### config.mk
export PLATFORM = sky130hd
export DESIGN_NAME = array_list_insert_remove_top
export DESIGN_NICKNAME = d
export VERILOG_FILES = /design/src/rtl/core/ali_pkg.sv /design/src/rtl/core/array_list_insert_remove_top.sv
export SDC_FILE = /design/constraint.sdc
export NUM_CORES = 1
export LEC_CHECK = 0
export ABC_AREA = 1
export BUFFER_PORTS_ARGS = -buffer_cell sky130_fd_sc_hd__buf_2
export CORE_ASPECT_RATIO = 0.6
export CORE_MARGIN = 2
export CORE_UTILIZATION = 56
export DETAILED_ROUTE_END_ITERATION = 10
export HOLD_SLACK_MARGIN = 0.15
export PLACE_DENSITY = 0.76
export SYNTH_ARGS = -nofsm -noshare
export SYNTH_HDL_FRONTEND = slang
export SYNTH_SLANG_ARGS = --single-unit
### constraint.sdc
create_clock -name clk -period 5 [get_ports clk]
set_input_delay 1 -clock clk [delete_from_list [all_inputs] [get_ports clk]]
set_output_delay 1 -clock clk [all_outputs]
set_load 0.005 [all_outputs]
### src/rtl/core/ali_pkg.sv
`default_nettype none
// ----------------------------------------------------------------------------
// ali_pkg
// Types and constants for the ordered word list: request and response beats,
// opcodes, status codes and derived widths.
// ----------------------------------------------------------------------------
package ali_pkg;

    localparam int CAPACITY = 16;
    localparam int IDX_W    = (CAPACITY > 2) ? $clog2(CAPACITY) : 1;
    localparam int CNT_W    = $clog2(CAPACITY + 1);
    localparam int POS_W    = 5;
    localparam int CMP_W    = (CNT_W > POS_W) ? CNT_W : POS_W;

    localparam logic [1:0] OP_APPEND = 2'd0;
    localparam logic [1:0] OP_INSERT = 2'd1;
    localparam logic [1:0] OP_REMOVE = 2'd2;
    localparam logic [1:0] OP_GET    = 2'd3;

    localparam logic [1:0] STS_OK    = 2'd0;
    localparam logic [1:0] STS_FULL  = 2'd1;
    localparam logic [1:0] STS_RANGE = 2'd2;

    typedef struct packed {
        logic        [1:0]       opcode;
        logic        [POS_W-1:0] position;
        logic signed [31:0]      value;
    } req_t;

    typedef struct packed {
        logic signed [31:0]      read_value;
        logic        [POS_W-1:0] count;
        logic        [1:0]       status;
    } rsp_t;

endpackage
`default_nettype wire

### src/rtl/core/array_list_insert_remove_top.sv
// append and failed requests go straight to the response; get waits for the registered
// memory read; insert and remove first shift the entries from the position upward.
// one request at a time; the shift moves one entry per cycle through the element memory,
// which has one write port and one registered read port.
// a new request is taken while the previous response still waits in the output register.
// reset clears the length to zero; the element memory is not cleared.
`default_nettype none
// ----------------------------------------------------------------------------
// array_list_insert_remove_top
// Fixed-capacity ordered list of signed words held in a synchronous memory:
// append, insert with shift up, remove with shift down, get.
// ----------------------------------------------------------------------------
module array_list_insert_remove_top
    import ali_pkg::*;
(
    input  wire  logic clk,
    input  wire  logic rst_n,
    input  wire  logic req_valid,
    output logic       req_stall,
    input  wire  req_t req,
    output logic       rsp_valid,
    input  wire  logic rsp_stall,
    output rsp_t       rsp
);

    localparam logic [1:0] S_IDLE   = 2'd0;
    localparam logic [1:0] S_SHIFT  = 2'd1;
    localparam logic [1:0] S_GETW   = 2'd2;
    localparam logic [1:0] S_FINISH = 2'd3;

    logic [31:0] mem [CAPACITY];
    logic [31:0] rdata_reg;

    logic [1:0]       state_reg, state_next;
    logic [CNT_W-1:0] count_reg, count_next;
    logic [CNT_W-1:0] cursor_reg, cursor_next;
    logic [CNT_W-1:0] lim_reg, lim_next;
    logic [CNT_W-1:0] pos_reg, pos_next;
    logic             dir_reg, dir_next;
    logic             pend_reg, pend_next;
    logic [IDX_W-1:0] pend_addr_reg, pend_addr_next;
    logic [31:0]      val_reg, val_next;
    logic [31:0]      rd_reg, rd_next;
    logic [1:0]       sts_reg, sts_next;
    logic             out_valid_reg, out_valid_next;
    rsp_t             out_reg, out_next;

    logic             we;
    logic [IDX_W-1:0] waddr;
    logic [31:0]      wdata;
    logic [IDX_W-1:0] raddr;

    logic [CMP_W-1:0] pos_ext;
    logic [CMP_W-1:0] cnt_ext;
    logic [CNT_W-1:0] pos_cnt;
    logic [CNT_W-1:0] cur_dec;
    logic [CNT_W-1:0] cur_inc;
    logic             full;

    assign pos_ext = CMP_W'(req.position);
    assign cnt_ext = CMP_W'(count_reg);
    assign pos_cnt = pos_ext[CNT_W-1:0];
    assign cur_dec = cursor_reg - CNT_W'(1);
    assign cur_inc = cursor_reg + CNT_W'(1);
    assign full    = (count_reg >= CNT_W'(CAPACITY));

    assign req_stall = (state_reg != S_IDLE);
    assign rsp_valid = out_valid_reg;
    assign rsp       = out_reg;

    always_comb
    begin
        state_next     = state_reg;
        count_next     = count_reg;
        cursor_next    = cursor_reg;
        lim_next       = lim_reg;
        pos_next       = pos_reg;
        dir_next       = dir_reg;
        pend_next      = pend_reg;
        pend_addr_next = pend_addr_reg;
        val_next       = val_reg;
        rd_next        = rd_reg;
        sts_next       = sts_reg;
        out_valid_next = out_valid_reg;
        out_next       = out_reg;
        we             = 1'b0;
        waddr          = '0;
        wdata          = '0;
        raddr          = '0;

        if (out_valid_reg && !rsp_stall)
        begin
            out_valid_next = 1'b0;
        end

        unique case (state_reg)
            S_IDLE:
            begin
                if (req_valid)
                begin
                    rd_next   = '0;
                    sts_next  = STS_OK;
                    pend_next = 1'b0;
                    val_next  = req.value;
                    unique case (req.opcode)
                        OP_APPEND:
                        begin
                            if (full)
                            begin
                                sts_next = STS_FULL;
                            end
                            else
                            begin
                                we         = 1'b1;
                                waddr      = count_reg[IDX_W-1:0];
                                wdata      = req.value;
                                count_next = count_reg + CNT_W'(1);
                            end
                            state_next = S_FINISH;
                        end
                        OP_INSERT:
                        begin
                            if (pos_ext > cnt_ext)
                            begin
                                sts_next   = STS_RANGE;
                                state_next = S_FINISH;
                            end
                            else if (full)
                            begin
                                sts_next   = STS_FULL;
                                state_next = S_FINISH;
                            end
                            else
                            begin
                                cursor_next = count_reg;
                                pos_next    = pos_cnt;
                                dir_next    = 1'b0;
                                count_next  = count_reg + CNT_W'(1);
                                state_next  = S_SHIFT;
                            end
                        end
                        OP_REMOVE:
                        begin
                            if (pos_ext >= cnt_ext)
                            begin
                                sts_next   = STS_RANGE;
                                state_next = S_FINISH;
                            end
                            else
                            begin
                                cursor_next = pos_cnt + CNT_W'(1);
                                lim_next    = count_reg;
                                dir_next    = 1'b1;
                                count_next  = count_reg - CNT_W'(1);
                                state_next  = S_SHIFT;
                            end
                        end
                        OP_GET:
                        begin
                            if (pos_ext >= cnt_ext)
                            begin
                                sts_next   = STS_RANGE;
                                state_next = S_FINISH;
                            end
                            else
                            begin
                                raddr      = pos_cnt[IDX_W-1:0];
                                state_next = S_GETW;
                            end
                        end
                        default:
                        begin
                            state_next = S_FINISH;
                        end
                    endcase
                end
            end
            S_SHIFT:
            begin
                // write back the word read in the previous cycle
                if (pend_reg)
                begin
                    we    = 1'b1;
                    waddr = pend_addr_reg;
                    wdata = rdata_reg;
                end
                if (!dir_reg)
                begin
                    // insert: walk down from the top, each word moves up one slot
                    if (cursor_reg > pos_reg)
                    begin
                        raddr          = cur_dec[IDX_W-1:0];
                        pend_next      = 1'b1;
                        pend_addr_next = cursor_reg[IDX_W-1:0];
                        cursor_next    = cur_dec;
                    end
                    else
                    begin
                        pend_next = 1'b0;
                        if (!pend_reg)
                        begin
                            we         = 1'b1;
                            waddr      = pos_reg[IDX_W-1:0];
                            wdata      = val_reg;
                            state_next = S_FINISH;
                        end
                    end
                end
                else
                begin
                    // remove: walk up from the hole, each word moves down one slot
                    if (cursor_reg < lim_reg)
                    begin
                        raddr          = cursor_reg[IDX_W-1:0];
                        pend_next      = 1'b1;
                        pend_addr_next = cur_dec[IDX_W-1:0];
                        cursor_next    = cur_inc;
                    end
                    else
                    begin
                        pend_next = 1'b0;
                        if (!pend_reg)
                        begin
                            state_next = S_FINISH;
                        end
                    end
                end
            end
            S_GETW:
            begin
                rd_next    = rdata_reg;
                state_next = S_FINISH;
            end
            S_FINISH:
            begin
                if (!out_valid_reg || !rsp_stall)
                begin
                    out_valid_next      = 1'b1;
                    out_next.read_value = rd_reg;
                    out_next.count      = cnt_ext[POS_W-1:0];
                    out_next.status     = sts_reg;
                    state_next          = S_IDLE;
                end
            end
            default:
            begin
                state_next = S_IDLE;
            end
        endcase
    end

    // element memory, one write and one registered read per cycle
    always_ff @(posedge clk)
    begin
        if (we)
        begin
            mem[waddr] <= wdata;
        end
        rdata_reg <= mem[raddr];
    end

    always_ff @(posedge clk or negedge rst_n)
    begin
        if (!rst_n)
        begin
            state_reg     <= S_IDLE;
            count_reg     <= '0;
            pend_reg      <= 1'b0;
            out_valid_reg <= 1'b0;
        end
        else
        begin
            state_reg     <= state_next;
            count_reg     <= count_next;
            pend_reg      <= pend_next;
            out_valid_reg <= out_valid_next;
        end
    end

    always_ff @(posedge clk)
    begin
        cursor_reg    <= cursor_next;
        lim_reg       <= lim_next;
        pos_reg       <= pos_next;
        dir_reg       <= dir_next;
        pend_addr_reg <= pend_addr_next;
        val_reg       <= val_next;
        rd_reg        <= rd_next;
        sts_reg       <= sts_next;
        out_reg       <= out_next;
    end

endmodule
`default_nettype wire
==> results.yml <==
power_and_ir_drop:
  p_leak_uw: 0.01272
  power_density_mw_per_mm2: 536.4
  peakVddDrop_mv: 0.4505
  fin_total_pwr_uw: 17080
timing:
  slew_violations: 0
  rsz0062_at_grt: "false"
  final.setup.tns_ns: 0
  finClkSkew_ns: 0.02540
  period_needed_ns: 4.023
  finalCritPeriodShare: 0.8046
  setup_viol: 0
  worstMarginPinSlew_ns: 1.106
  hold_violations: 0
  max_freq_ghz: 0.2486
  relSlewSlack: 0.2628
synth:
  synth.distinct_cells: 37
  synthSimpleGateAreaFrac: 0.2135
  synth_top_family_by_area: "simple AND/OR/NAND/NOR gates"
  seq_area_frac_synth: 0.6941
  synth_flop_cell: "edfxtp_1"
  synthCells: 2556
  synth-seq-cells: 678
  synthesis.nets: 2626
  syn_area_mm2: 0.02881
  synth-edff-count: 637
  syn_avg_cell_area_um2: 11.27
  synthAdderAreaFrac: 0.01199
  synth_compound_area_frac: 0.01816
  yosys_warnings: 0
  synthArstFlopShare: 0.01327
  yosys.area_share.xor_xnor: 0.002432
  synthMuxAreaShare: 0
clock_tree:
  cts_tree: "done"
  clkLatencyLatePin_ns: 0.62
  post_cts_resized: 0
  cts-root-buf: "clkbuf_16"
  cts_made_buffers: 57
  clk_pin_slew_ns: 0.07
  post_cts_buffers: 0
  clock_path_buffers: 3
  clkSinkCount: 678
  htreeDepth: 2
  hold_buffers: 0
worst_setup_path:
  crit_type: "reg -> reg"
  cpPeakStageDelay_ns: 0.77
  worstSetupEndpointType: "register"
  slowest_stage: "nor2_4"
  cp_top_family: "simple AND/OR/NAND/NOR gates"
  start_kind: "register"
  crit_top_cell: "nand2_1"
  path_buf_inv: 2
  cp.required_ns: 5.30
  cp_cell_sequence: "ha_1 -> nand2_1 -> nor2_1 -> nand2_1 -> nand3_1 -> nand2_1 -> inv_1 -> nor2_4 -> nand3_1 -> o221ai_1 -> nand2_1 -> nor2_4 -> buf_4"
  cp.arrival_ns: 4.32
  path_max_fanout: 21
global_route:
  grt_max_degree: 208
  grt_overflow_total: 0
  antenna_found_initial: 2
  grt_pass1_vias: 18540
  grt_pass1_wl_mm: 109.5
  grt_usage: 0.2682
floorplanning:
  ios: 84
  core-area_mm2: 0.05085
  start_util: 0.5665
  rows: 64
  die_area_mm2: 0.05333
  die_x_um: 296.8
  die_y_um: 179.7
detailed_routing:
  vias: 19600
  avgViaCountPerCell: 5.879
  wl_per_cell_um: 21.89
  drt_first_pass_iters: 6
  drt_iter0_drc: 2669
  drc_errors: 0
  ant_nets: 0
  routed_wl_mm: 72.97
final_layout:
  drive_gt1_frac: 0.09125
  mostFrequentLayoutCells: "nand2_1 (678), edfxtp_1 (637), nand3_1 (525), inv_1 (250), nand3b_1 (96)"
  diodes: 0
  fin_nets: 2662
  final_common_cell: "nand2_1"
  largest_reg_flops: 512
  synthToLayoutAreaGrowth_pct: 10.54
  largest_register: "mem"
placed_design:
  io_buffers: 83
  hpwl_mm: 39.66
  gp_congestion: 0.9264
min_path:
  holdCritPathClass: "in -> async"
status:
  status: "complete, no violations"
job:
  drv_cap: 0
[worst register-to-register path, stage by stage, from the launching register on]
cell and delay, ns:
edfxtp_1 0.57, ha_1 0.39, nand2_1 0.08, nor2_1 0.05, nand2_1 0.06, nand3_1 0.13
nand2_1 0.18, inv_1 0.10, nor2_4 0.35, nand3_1 0.15, o221ai_1 0.19, nand2_1 0.32
nor2_4 0.77, buf_4 0.38
[cell families after synthesis]
kind of cell	count (synthesis)
and+or+nand+nor	1353
adders and majority gates	27
AOI/OAI and AO/OA	82
buffers and inverters	408
DFF	678
xor gates and xnor gates	8
[Yosys cell counts (4+ instances only)]
library cell / n / area [um2]
dfxtp_1: 32 / 640.6
inv_2: 5 / 18.77
dfrtp_1: 9 / 225.2
nand3b_1: 96 / 720.7
ha_1: 26 / 325.3
nor3_1: 6 / 30.03
a22oi_1: 32 / 240.2
o21ai_0: 24 / 120.1
buf_1: 15 / 56.30
nor2_1: 37 / 138.9
clkbuf_1: 31 / 116.4
buf_4: 17 / 127.6
edfxtp_1: 637 / 19130
a21oi_1: 14 / 70.07
nand3_1: 525 / 2628
buf_2: 83 / 415.4
xor2_1: 7 / 61.31
inv_1: 252 / 945.9
o221ai_1: 4 / 35.03
nand2_1: 679 / 2549
[final cells by class]
cell class	instances	area (um2)
timing repair buffer	126	888.4
clock buffer	80	1574
fill	3776	19010
clock inverter	28	260.3
multi-input combinational	1470	7283
sequential	678	19990
tap	693	867.1
inverter	259	974.7
[through the flow]
| step | std cells | setup WS [ns] | cell area, um2 | hold slack, ns | util |
|---|---|---|---|---|---|
| 3_5_place_dp | 3226 | 0.9644 | 30010 | 0.4054 | 0.5901 |
| 4_1_cts | 3334 | 1.079 | 31840 | 0.2260 | 0.6262 |
| 6_report | 3334 | 0.9771 | 31840 | 0.2311 | 0.6262 |
| 2_1_floorplan | 2556 | 0.5261 | 28810 | 0.4003 | - |
| 5_1_grt | 3334 | 0.7576 | 31840 | 0.2391 | 0.6262 |
| 3_3_place_gp | 3226 | 1.054 | 30010 | 0.4039 | 0.5901 |
[routing by layer]
metal | wire [um] | share of wire | global-route usage
met5 | 29 | 0.00040 | 0
met3 | 8745 | 0.12 | 0.06236
met4 | 2392 | 0.033 | 0.09929
met2 | 32320 | 0.44 | 0.4011
met1 | 29480 | 0.40 | 0.3867
[power by group]
| part | internal (uW) | total [uW] | switching, uW |
|---|---|---|---|
| combinational | 1350 | 4760 | 3410 |
| sequential | 7480 | 7890 | 409 |
| clock | 2410 | 4420 | 2010 |
| total | 11200 | 17100 | 5840 |
[worst paths after layout]
kind,start,slack (ns),to,cells after the start
max,cursor_reg[2]$_DFFE_PP_,0.98,mem[13][15]$_DFFE_PP_,13
min,rst_n,0.23,cnt_ext[0]$_DFFE_PN0P_,1
max reg2reg,cursor_reg[2]$_DFFE_PP_,0.98,mem[13][15]$_DFFE_PP_,13
min reg2reg,rd_reg[1]$_SDFFCE_PN0P_,0.41,rsp[8]$_DFFE_PP_,0
max in group asynchronous,rst_n,4.58,cnt_ext[3]$_DFFE_PN0P_,1
min in group clk,rd_reg[1]$_SDFFCE_PN0P_,0.41,rsp[8]$_DFFE_PP_,0
Note: power is estimated with default switching activity, not from simulation.
